==> src/design/voxel_dilate_3x3x3_assert.svh <==
// assertion macros for the voxel dilation block
`ifndef VOXEL_DILATE_3X3X3_ASSERT_SVH
`define VOXEL_DILATE_3X3X3_ASSERT_SVH

`ifndef SYNTHESIS

// same-cycle implication
`define VD3_ASSERT_IMP(label, clk, rst, ante, cons) \
  label: assert property (@(posedge clk) disable iff (rst) (ante) |-> (cons)) \
    else $error("vd3 assertion failed");

// next-cycle implication
`define VD3_ASSERT_NEXT(label, clk, rst, ante, cons) \
  label: assert property (@(posedge clk) disable iff (rst) (ante) |=> (cons)) \
    else $error("vd3 assertion failed");

`else

`define VD3_ASSERT_IMP(label, clk, rst, ante, cons)
`define VD3_ASSERT_NEXT(label, clk, rst, ante, cons)

`endif

`endif

==> src/design/vd3_ram.sv <==
`timescale 1ns / 1ps

module vd3_ram #(
  parameter int DEPTH = 256,
  parameter int WIDTH = 2
) (
  input  logic                     clk,
  input  logic                     we,
  input  logic [$clog2(DEPTH)-1:0] waddr,
  input  logic [WIDTH-1:0]         wdata,
  input  logic                     re,
  input  logic [$clog2(DEPTH)-1:0] raddr,
  output logic [WIDTH-1:0]         rdata
);

  logic [WIDTH-1:0] mem [DEPTH];

  // write port
  always_ff @(posedge clk) begin
    if (we) begin
      mem[waddr] <= wdata;
    end
  end

  // registered read, new data returned on a same-address write
  always_ff @(posedge clk) begin
    if (re) begin
      if (we && (waddr == raddr)) begin
        rdata <= wdata;
      end else begin
        rdata <= mem[raddr];
      end
    end
  end

endmodule
==> config.mk <==
export PLATFORM = sky130hd
export DESIGN_NAME = vd3_ram
export DESIGN_NICKNAME = d
export VERILOG_FILES = /design/src/design/voxel_dilate_3x3x3_assert.svh /design/src/design/vd3_ram.sv
export SDC_FILE = /design/constraint.sdc
export NUM_CORES = 1
export LEC_CHECK = 0
export BUFFER_PORTS_ARGS = -buffer_cell sky130_fd_sc_hd__buf_2
export CAP_MARGIN = 5
export CORE_MARGIN = 1.5
export CORE_UTILIZATION = 49
export DETAILED_ROUTE_END_ITERATION = 16
export SYNTH_ARGS = -nofsm -noshare
export SYNTH_HDL_FRONTEND = slang
export SYNTH_SLANG_ARGS = --single-unit
==> constraint.sdc <==
create_clock -name clk -period 4.2 [get_ports clk]
set_clock_uncertainty 0.15 [all_clocks]
set_input_delay 0.42 -clock clk [delete_from_list [all_inputs] [get_ports clk]]
set_output_delay 0.42 -clock clk [all_outputs]
set_load 0.05 [all_outputs]
# After elaboration in Yosys (flattened, before gate mapping)
# Memory sizes are Yosys's and may differ from the RTL's. A register that Yosys moved wholly into a read port is not among the register bits.
# Cells that the tools add are included.
# totals
regBits	0
ram_bits	512
output_inout_bits	2
wordCells	3
mem_count	1
# classes
mux	2
# mem_list
memory	words	width	rd	rd_ports_with_merged_regs	wr	line_no	source
mem	256	2	1	1	1	vd3_ram.sv:16	logic [WIDTH-1:0] mem [DEPTH];
# ops
operator	count
two-way mux 1 bit	2

# Depth between registers and ports, before layout
# Gate-level depths: netlist of run 1.
# depth
depth_word	2
ltp_mapped	11
ltp_nobuf	7

# Worst setup path after synthesis of run 1
# Ideal clock, no wire load.
# synth_path
path_kind	input port to flip-flop
start	input port raddr[0]
end	register rdata[0] (read register of mem), data pin
arrival_time_ns	2.246
path_slack_ns	1.538
cell_stages	10
n_path_buf	3
cell_sequence	buf_6 buf_4 buf_2 mux4_2 a22oi_1 a21oi_1 nor3_1 o41ai_1 nand4b_1 o211ai_1
# synth_rtl
element	line_no	source
from (decl)	vd3_ram.sv:12	input logic [$clog2(DEPTH)-1:0] raddr,
to (decl)	vd3_ram.sv:13	output logic [WIDTH-1:0] rdata

==> results of run 1 <==
-- cell type report --
class | instances | share of cell area
well taps | 585 | 0.03084
diodes | 2 | 0.0002109
repair buffers | 66 | 0.02235
multi-input cells | 629 | 0.2263
clock buffers | 68 | 0.05915
flip-flops and latches | 514 | 0.6503
inverters | 3 | 0.0004744
clock inverters | 27 | 0.01044
-- state kept, by name (all words and copies together) (netlist names) --
name	count
rdata	2
mem	512
-- synth_stat cells, types with 14 or more instances --
cell type / n / area share
mux2i_1: 19 / 0.0089
nor2_1: 279 / 0.049
nand2_1: 30 / 0.0053
a22oi_1: 14 / 0.0049
mux4_2: 112 / 0.12
nor2b_1: 29 / 0.0085
clkbuf_1: 53 / 0.0093
nand3_1: 28 / 0.0066
a211oi_1: 15 / 0.0053
edfxtp_1: 514 / 0.72
-- layer usage --
metal	GRT usage	routed length [µm]	vias to the layer above	part of all wire
met5	0	26	-	0.00050
met3	0.05696	4437	96	0.086
met4	0.09581	1815	4	0.035
met2	0.3675	24150	479	0.47
li1	-	-	4921	-
met1	0.3331	21330	5889	0.41
-- cell families after synthesis --
kind of cell              synth area share
muxes                               0.1431
xor gates and xnor gates          0.003286
and+or+nand+nor                    0.08163
DFF                                 0.7239
buffers and inverters              0.02424
AOI/OAI and AO/OA                  0.02388
-- repair_timing --
action | CTS | global route
hold buffers | 1 | 0
endpoints found under the hold margin | 2 | 0
buffers inserted | 0 | 0
-- placed cells by master, fill, tap and decap left out, types with 3 or more instances in the layout --
| cell type | netlist | routed |
|---|---|---|
| edfxtp_1 | 514 | 514 |
| nor2_1 | 279 | 279 |
| mux4_2 | 112 | 112 |
| clkbuf_16 | 0 | 54 |
| buf_4 | 6 | 39 |
| nand2_1 | 30 | 30 |
| nor2b_1 | 29 | 29 |
| nand3_1 | 28 | 28 |
| mux2i_1 | 19 | 19 |
| buf_2 | 12 | 18 |
| a211oi_1 | 15 | 15 |
| a22oi_1 | 14 | 14 |
| clkbuf_1 | 53 | 14 |
| nand4_1 | 12 | 12 |
| mux4_1 | 12 | 12 |
| o22ai_1 | 10 | 10 |
| clkinv_2 | 0 | 10 |
| nor4_1 | 8 | 8 |
| clkinv_1 | 0 | 8 |
| xor2_1 | 7 | 7 |
| nand2b_1 | 6 | 6 |
| nor3_1 | 5 | 5 |
| buf_12 | 3 | 5 |
| a22o_1 | 4 | 4 |
| o21ai_0 | 4 | 4 |
| o41ai_1 | 4 | 4 |
| a21oi_1 | 4 | 4 |
| bufinv_16 | 0 | 4 |
| inv_1 | 3 | 3 |
| or2_2 | 3 | 3 |
| a2111oi_0 | 3 | 3 |
| clkinvlp_4 | 0 | 3 |
-- final timing paths --
check | slack (ns) | endpoint | depth (start not counted) | start
min reg2reg | 0.97 | rdata[0] | 6 | mem[47][0]
max | 1.18 | rdata[0] | 9 | raddr[0]
min | 0.23 | rdata[1] | 3 | raddr[7]
max reg2reg | 1.51 | rdata[1] | 7 | mem[158][1]
-- worst max-delay path: cells and delay by family --
kind	cells	cell delay (ns)
simple gates	2	0.64
compound gates	4	0.57
buf+inv	2	0.88
mux	1	0.55
-- through the flow --
| stage | area, µm² | hold slack (ns) | power (mW) |
|---|---|---|---|
| 2_1_floorplan | 21320 | 0.3689 | 6.103 |
| 3_3_place_gp | 22070 | 0.5639 | 6.335 |
| 6_report | 23740 | 0.2348 | 10.74 |
| 5_1_grt | 23730 | 0.2261 | 11.05 |
| 4_1_cts | 23730 | 0.1981 | 10.82 |
| 3_5_place_dp | 22070 | 0.5659 | 6.337 |
-- power by group --
group          internal, mW  switching (mW)  leakage [nW]
registers              5.66         0.00472          4.62
logic                 0.197           0.369          1.79
clock network          2.60            1.91         0.802
total                  8.45            2.28          7.22
==> summary.txt, run 1 <==
Slew HR: 0.1605
Setup violators final: 0
FILL cells: 3,453
Worst EP arrival: 3.21 ns
Post-synthesis register bit count: 514
DRT iter0 DRCs: 1,305
Largest net degree at the start of global routing: 136
Count of unique library cells instantiated by Yosys: 46
P&R area growth vs syn: 11.32%
Tcrit/Tclk final: 0.7180
Setup TNS: 0 ns
Clock sinks: 514
CTS root buffer: clkbuf_16
Type of origin of the critical path: primary input
Clk_lat worst skew: 0.61 ns
CTS tree: yes
Worst Slack Setup Final: 1.184 ns
Peak VDD IR: 0.3621 mV
CP cell instances: buf_8 -> buf_4 -> mux4_2 -> a22oi_1 -> a21oi_1 -> nor3_1 -> o41ai_1 -> nand4b_1 -> o211ai_1
CP max FO: 65
Finished Layout Cells: 1,894
Worst slack at placement: 0.6661 ns
Synthesized area: 0.02132 mm²
I/O Pins: 23
Number of global-route vias before repair: 11.49k
Pre-antenna DRT Iters: 5
Global route overflow: 0
Status: complete, no violations
Global Route Usage Sum: 0.2394
Vias per cell: 6.013
NumNets Final: 1,288
Max-Cap Viols: 0
Sequential fraction of the synthesis area: 0.7239
Count of final hold-check violations: 0
Leak pwr: 7.218 nW
Die X: 211.6 µm
RSZ-0062 raised after global routing: false
Slowest-stage cell, CP: mux4_2
Fin. max-slew vios: 0
Share of the core filled with cells: 0.5522
Synthesized Nets: 1,257
Clock period minus worst slack: 3.016 ns
Worst path required time: 4.39 ns
H-Tree Level Count: 2
Path type of the worst min-delay path: primary input to register
Final HPWL DP: 32.51 mm
I/O Buffers: 22
Clock Path Buffers: 3
DRC: 0
DRT Wirelength: 51.76 mm
Area of the multi-input gates: 0.005370 mm²
Crit Path Class: primary input to register
Initial antenna violation count: 2
Slew @ Worst Pin: 1.256 ns
Die Area: 0.04477 mm²
Reg area: 0.01543 mm²
PwrDens: 452.3 mW/mm²
Starting Density: 0.4961
Async SR Flop Fraction: 0
Number of CTS-inserted buffers: 53
Crit end category: register
First-pass GRT wire length: 75.81 mm
Number of synthesis warnings: 0
Standard-cell rows: 76
Die H: 211.6 µm
GPL Wtd Cong: 0.8616
Wirelength per Cell: 27.33 µm
Mean Syn Cell Area: 17.25 µm²
Core area: 0.04298 mm²
Clk slew on worst S/H paths: 0.06 ns
EDFF count, synth: 514
Final ANT Viol Nets: 0
Slowest Stage Delay on Critical Path: 0.55 ns
Dpl cells: 1,796
Syn Inst Count: 1,236
Routed via count: 11.39k
FMAX: 331.6 MHz
Layout cells sized above 1: 0.1951
PostCTS Resize Cnt: 0
Top FF cell, synth: edfxtp_1
No activity file was read; power rests on OpenSTA's default activity.
==> run 2, diff against run 1 <==
==> constraint.sdc (replaced) <==
create_clock -name clk -period 2.8 [get_ports clk]
set_clock_uncertainty 0.15 [all_clocks]
set_input_delay 0.28 -clock clk [delete_from_list [all_inputs] [get_ports clk]]
set_output_delay 0.28 -clock clk [all_outputs]
set_load 0.05 [all_outputs]
==> run 2 against run 1 <==
Effect of this change:
- sequential share of layout area decreased by 2.0 points
- global-route usage increased by 0.45 points
- sequential power increased by 50%
- core utilization increased by 1.7 points
- flip-flop and latch count unchanged
- critical path depth decreased by 2
==> summary.txt, run 2 (synthesis gave the netlist of run 1 again) <==
Setup bufs post-CTS: 0 (unchanged)
Global Route Usage Sum: 0.2439 (+0.004532)
PostCTS Resize Cnt: 0 (unchanged)
Max reg flops: 512 (unchanged)
Path type of the worst min-delay path: primary input to register
Largest delay share family, worst path: multiplexers
Standard-cell rows: 76 (unchanged)
Worst EP arrival: 2.77 ns (-0.44 ns)
Type of origin of the critical path: register
Number of CTS-inserted buffers: 53 (unchanged)
CP cell instances: mux4_1 -> mux2i_1 -> o32ai_1 -> or3_1 -> a221o_1 -> nand4_1 -> o211ai_1
CP bufs+invs: 0 (-2)
Regs by FF count: mem: 512 flops, rdata: 2 flops
Slew @ Worst Pin: 0.7711 ns (-0.4850 ns)
Register with the most flip-flops: mem
Clock sinks: 514 (unchanged)
P&R area growth vs syn: 14.81%
Tcrit/Tclk final: 0.9257
Worst R2R Setup Slack: 0.21 ns (-1.30 ns)
CP max FO: 1 (-98%)
Fin. max-slew vios: 0 (unchanged)
Starting Density: 0.4961 (unchanged)
H-Tree Level Count: 2 (unchanged)
Final HPWL DP: 33.67 mm (+3.6%)
Largest net degree at the start of global routing: 78 (-43%)
Die X: 211.6 µm (unchanged)
Final ANT Viol Nets: 0 (unchanged)
Clock period minus worst slack: 2.592 ns
DRT Wirelength: 52.96 mm (+2.3%)
Clk_lat worst skew: 0.59 ns (-0.02 ns)
Global route overflow: 0 (unchanged)
Core area: 0.04298 mm² (unchanged)
Clock Path Buffers: 3 (unchanged)
Peak VDD IR: 0.4177 mV (+15%)
Routed via count: 11.82k (+3.7%)
Initial antenna violation count: 2 (unchanged)
PwrDens: 679.2 mW/mm² (+50%)
Clk slew on worst S/H paths: 0.06 ns (about the same)
Final Total Pwr: 16.63 mW (+55%)
Slew HR: 0.4847 (+0.3241)
Most frequent cells in the layout: edfxtp_1 (514), nor2_1 (279), mux4_2 (112)
Slowest-stage cell, CP: mux4_1
Vias per cell: 5.994 (-0.31%)
Die Area: 0.04477 mm² (unchanged)
Most common cell after layout, fill and taps aside: edfxtp_1
Count of final hold-check violations: 0 (unchanged)
First-pass GRT wire length: 77.67 mm (+2.5%)
Setup TNS: 0 ns (unchanged)
Crit Path Class: register to register
Worst path required time: 2.98 ns (-1.41 ns)
NumNets Final: 1,365 (+6.0%)
Die H: 211.6 µm (unchanged)
Crit end category: register
Fin Hold WS: 0.1309 ns (-0.1039 ns)
DRT iter0 DRCs: 1,572 (+20%)
Number of global-route vias before repair: 12.05k (+4.9%)
GPL Wtd Cong: 0.8282 (-3.9%)
Wirelength per Cell: 26.87 µm (-1.7%)
Slowest Stage Delay on Critical Path: 0.49 ns (-0.06 ns)
DRC: 0 (unchanged)
Layout cells sized above 1: 0.2426 (+0.04750)
FMAX: 385.8 MHz
Status: complete, no violations
Leak pwr: 7.655 nW (+6.1%)
CTS root buffer: clkbuf_16
Pre-antenna DRT Iters: 5 (unchanged)
I/O Pins: 23 (unchanged)
Setup violators final: 0 (unchanged)
Max-Cap Viols: 0 (unchanged)
CTS tree: yes
I/O Buffers: 22 (unchanged)
RSZ-0062 raised after global routing: false
[run 2: cell types whose count changed in the layout (fill, tap and decap cells not counted), sizes merged]
cell	change
inv	+2
dlygate4sd3	+2
buf	+75
diode	-1
bufinv	+5
clkinv	+4
clkbuf	-10
[run 2: metrics by stage]
stage	cells	setup WS [ns]	util	instance area, µm²
final	1971	0.2081	0.5695	24480
after detailed placement	1871	-0.2265	0.5277	22680
after floorplan	1236	0.2782	-	21320
after CTS	1970	0.1926	0.5695	24480
after global routing	1970	0.02211	0.5695	24480
after global placement	1871	-0.2241	0.5277	22680
[run 2: where the power goes]
part / total (mW) / leakage [nW] / switching, mW / internal, mW
Combinational: 0.946 / 2.17 / 0.579 / 0.367
Clock: 7.19 / 0.862 / 2.91 / 4.29
Sequential: 8.49 / 4.62 / 0.00762 / 8.48
Total: 16.6 / 7.65 / 3.49 / 13.1
[run 2: final cells by class]
class | instances | area (µm²)
clock buffer | 58 | 1345
clock inverter | 38 | 419.2
sequential | 514 | 15430
tap | 585 | 732.0
inverter | 3 | 11.26
multi-input combinational | 629 | 5370
timing repair buffer | 143 | 1164
fill | 3358 | 18500
antenna | 1 | 2.502
[run 2: metal layers]
layer | track usage | wire, µm | part of all wire
met5 | 0 | 28 | 0.00053
met1 | 0.3540 | 22240 | 0.42
met4 | 0.05148 | 934 | 0.018
met3 | 0.04688 | 4369 | 0.082
met2 | 0.3884 | 25380 | 0.48
[run 2: worst paths after layout]
kind	from	endpoint	cells past startpoint
hold / removal	raddr[5]	rdata[0]	3
hold reg to reg	mem[163][1]	rdata[1]	6
setup reg to reg	mem[254][0]	rdata[0]	7
setup / recovery	mem[254][0]	rdata[0]	7
[run 2: timing repair]
| action | in CTS | in global routing |
|---|---|---|
| endpoints found under the setup margin | 0 | 0 |
| hold buffers | 3 | 0 |
| endpoints found under the hold margin | 46 | 0 |
[run 2: worst min-delay path, delay by kind of cell]
family / cells / cell delay, ns
AOI/OAI and AO/OA: 1 / 0.09
and+or+nand+nor: 1 / 0.11
buffers and inverters: 1 / 0.20
==> run 3, diff against run 2 <==
--- a/config.mk
+++ b/config.mk
@@ -5,6 +5,7 @@
 export SDC_FILE = /design/constraint.sdc
 export NUM_CORES = 1
 export LEC_CHECK = 0
+export ABC_AREA = 1
 export BUFFER_PORTS_ARGS = -buffer_cell sky130_fd_sc_hd__buf_2
 export CAP_MARGIN = 5
 export CORE_MARGIN = 1.5
==> run 3 against run 2 <==
Effect of this change:
- first-iteration DRC count shrank 1.1%
- combinational power grew 13%
- sequential share of layout area shrank 0.66 points
- design area grew 1.1%
- largest cell class unchanged
- critical endpoint is now rdata[1]
- via count grew 31%
- setup slack gained 0.63 ns
- die area grew 4.5%
- synthesized cell count grew 69%
- register-to-register slack gained 0.65 ns
- synthesized area grew 4.6%
- hold slack lost 0.043 ns
==> summary.txt, run 3 <==
Clk slew on worst S/H paths: 0.06 ns (about the same)
Crit Path Class: primary input to register
Wirelength per Cell: 21.45 µm (-20%)
I/O Pins: 23 (unchanged)
Path type of the worst min-delay path: primary input to register
Count of final hold-check violations: 0 (unchanged)
Largest area contributor in the netlist: edfxtp_1
Starting Density: 0.5001 (+0.004000)
FILL cells: 3,862 (+15%)
Core area: 0.04461 mm² (+3.8%)
Layout cells sized above 1: 0.07754 (-0.1651)
Number of synthesis warnings: 0 (unchanged)
Type of origin of the critical path: primary input
Final ANT Viol Nets: 0 (unchanged)
Die X: 216.4 µm (+2.2%)
Worst EP arrival: 2.28 ns (-0.49 ns)
Reg power frac: 0.520 (+0.009)
P_int: 12.67 mW (-3.5%)
Post-synthesis register bit count: 514 (unchanged)
DRC: 0 (unchanged)
Slew HR: 0.5282 (+0.04357)
Die Area: 0.04681 mm² (+4.5%)
Peak VDD IR: 0.7533 mV (+80%)
Leak pwr: 8.586 nW (+12%)
Clock period minus worst slack: 1.963 ns (-0.6292 ns)
Largest net degree at the start of global routing: 99 (+27%)
Final Total Pwr: 16.33 mW (-1.8%)
Switch Pwr: 3.659 mW (+4.8%)
Die H: 216.4 µm (+2.2%)
Crit end category: register
Mean Syn Cell Area: 10.70 µm² (-38%)
Setup violators final: 0 (unchanged)
First-pass GRT wire length: 88.66 mm (+14%)
Max reg flops: 512 (unchanged)
Syn Inst Count: 2,084 (+69%)
Worst path required time: 3.12 ns (+0.14 ns)
GPL Wtd Cong: 0.8362 (+0.97%)
RSZ-0062 raised after global routing: false
I/O Buffers: 22 (unchanged)
Initial antenna violation count: 5 (+3)
Register with the most flip-flops: mem
Top FF cell, synth: edfxtp_1
CP max FO: 72 (+71)
Most common cell after layout, fill and taps aside: nand2_1
Commonest cells post-synth: nand2_1 (596), edfxtp_1 (514), nand3_1 (494), nor2_1 (286), buf_2 (47)
Finished Layout Cells: 2,722 (+38%)
Worst R2R Setup Slack: 0.86 ns (+0.65 ns)
Global route overflow: 0 (unchanged)
Clock sinks: 514 (unchanged)
P&R area growth vs syn: 10.89%
PostCTS Resize Cnt: 0 (unchanged)
Routed via count: 15.47k (+31%)
Most frequent cells in the layout: nand2_1 (596), edfxtp_1 (514), nand3_1 (494)
FMAX: 509.5 MHz (+32%)
Async SR Flop Fraction: 0 (unchanged)
Slew @ Worst Pin: 0.7059 ns (-0.06519 ns)
Synthesized Nets: 2,105 (+67%)
Clk_lat worst skew: 0.60 ns (about the same)
Standard-cell rows: 77 (+1.3%)
CTS tree: yes
Tcrit/Tclk final: 0.7010 (-0.2247)
Synthesized area: 0.02231 mm² (+4.6%)
Number of CTS-inserted buffers: 53 (unchanged)
H-Tree Level Count: 2 (unchanged)
DRT iter0 DRCs: 1,555 (-1.1%)
NumNets Final: 2,108 (+54%)
DRT Wirelength: 58.40 mm (+10%)
Ranking of synthesized cells by area: edfxtp_1 (69%), nand3_1 (11%), nand2_1 (10%)
Clock share of power: 0.415 (-0.017)
Max-Cap Viols: 0 (unchanged)
Pre-antenna DRT Iters: 5 (unchanged)
PwrDens: 660.1 mW/mm² (-2.8%)
Switching share of power: 0.2241 (+0.01408)
Fin. max-slew vios: 0 (unchanged)
Status: complete, no violations
Comb pwr share: 0.065 (+0.008)
Number of global-route vias before repair: 14.92k (+24%)
CTS root buffer: clkbuf_16
Clock Path Buffers: 3 (unchanged)
Most frequent cell after synthesis: nand2_1
Yosys top cell area share: 0.6919 (-0.03196)
Dpl cells: 2,621 (+40%)
EDFF count, synth: 514 (unchanged)
Regs by FF count: mem: 512 flops, rdata: 2 flops
Vias per cell: 5.682 (-5.2%)
Setup TNS: 0 ns (unchanged)
Final HPWL DP: 34.56 mm (+2.7%)
Sequential fraction of the synthesis area: 0.6919 (-0.03196)
Global Route Usage Sum: 0.2526 (+0.008618)
Count of unique library cells instantiated by Yosys: 18 (-61%)
run 3: cell types whose count changed after synthesis, moves of 29 or more:
| cell | before | now |
|---|---|---|
| buf_2 | 12 | 47 |
| nand2_1 | 30 | 596 |
| nor2b_1 | 29 | 0 |
| nand3_1 | 28 | 494 |
| mux4_2 | 112 | 0 |
| inv_1 | 3 | 37 |
run 3: worst paths after layout:
path | depth (start not counted) | from | endpoint
hold / removal | 3 | we | mem[188][0]
hold reg to reg | 12 | mem[200][0] | rdata[0]
setup / recovery | 15 | raddr[0] | rdata[1]
setup reg to reg | 12 | mem[127][1] | rdata[1]
run 3: layer usage:
layer  vias up  GRT usage  part of all wire
met5         -          0           0.00063
met4         6    0.08241             0.030
met3       110    0.04196             0.075
met2       589     0.4065              0.47
met1      7570     0.3515              0.42
li1       7191          -                 -
run 3: stage by stage:
step / setup slack, ns / area [µm²] / utilization / hold WS [ns]
after floorplan: 1.001 / 22310 / - / 0.2289
after global placement: 0.2522 / 23060 / 0.5169 / 0.4342
after detailed placement: 0.2344 / 23060 / 0.5169 / 0.4235
after CTS: 0.8600 / 24730 / 0.5544 / 0.05977
after global routing: 0.7307 / 24740 / 0.5545 / 0.1017
final: 0.8372 / 24740 / 0.5545 / 0.08831
run 3: power groups by stage:
stage	logic [mW]	clock network (mW)	registers, mW
detailed placement	1.06	0	8.65
global placement	1.05	0	8.65
floorplan	0.620	0	8.66
global route	1.17	7.16	8.49
CTS	1.07	6.88	8.49
finish	1.07	6.77	8.49
run 3: cell families after synthesis:
| logic type | after synthesis | synth area share |
|---|---|---|
| XOR/XNOR | 3 | 0.001178 |
| buffers and inverters | 185 | 0.04599 |
| flip-flops | 514 | 0.6919 |
| AND/OR/NAND/NOR | 1382 | 0.2609 |
run 3: worst max-delay path: stages:
cell,delay [ns]
clkbuf_8,0.12
buf_12,0.27
buf_12,0.33
nand2_1,0.08
nand3_1,0.09
nand3_1,0.09
nand3_1,0.17
nand3_1,0.11
nand3_1,0.13
nand2_1,0.07
nand2_1,0.06
nand3_1,0.16
nand2_1,0.12
nand2_1,0.05
nand2_1,0.06
run 3: final cells by class:
class | instances | area, µm² | share of cell area
Sequential cell | 514 | 15430 | 0.6240
Multi-Input combinational cell | 1385 | 5846 | 0.2363
Clock buffer | 59 | 1349 | 0.05453
Timing Repair Buffer | 92 | 904.6 | 0.03657
Tap cell | 592 | 740.7 | 0.02994
Clock inverter | 37 | 295.3 | 0.01194
Inverter | 41 | 161.4 | 0.006525
Antenna cell | 2 | 5.005 | 0.0002023
run 3: repair_timing:
| action | 4_1_cts | 5_1_grt |
|---|---|---|
| hold endpoints to repair | 82 | 0 |
| hold buffers | 3 | 0 |
| setup buffers | 0 | 0 |
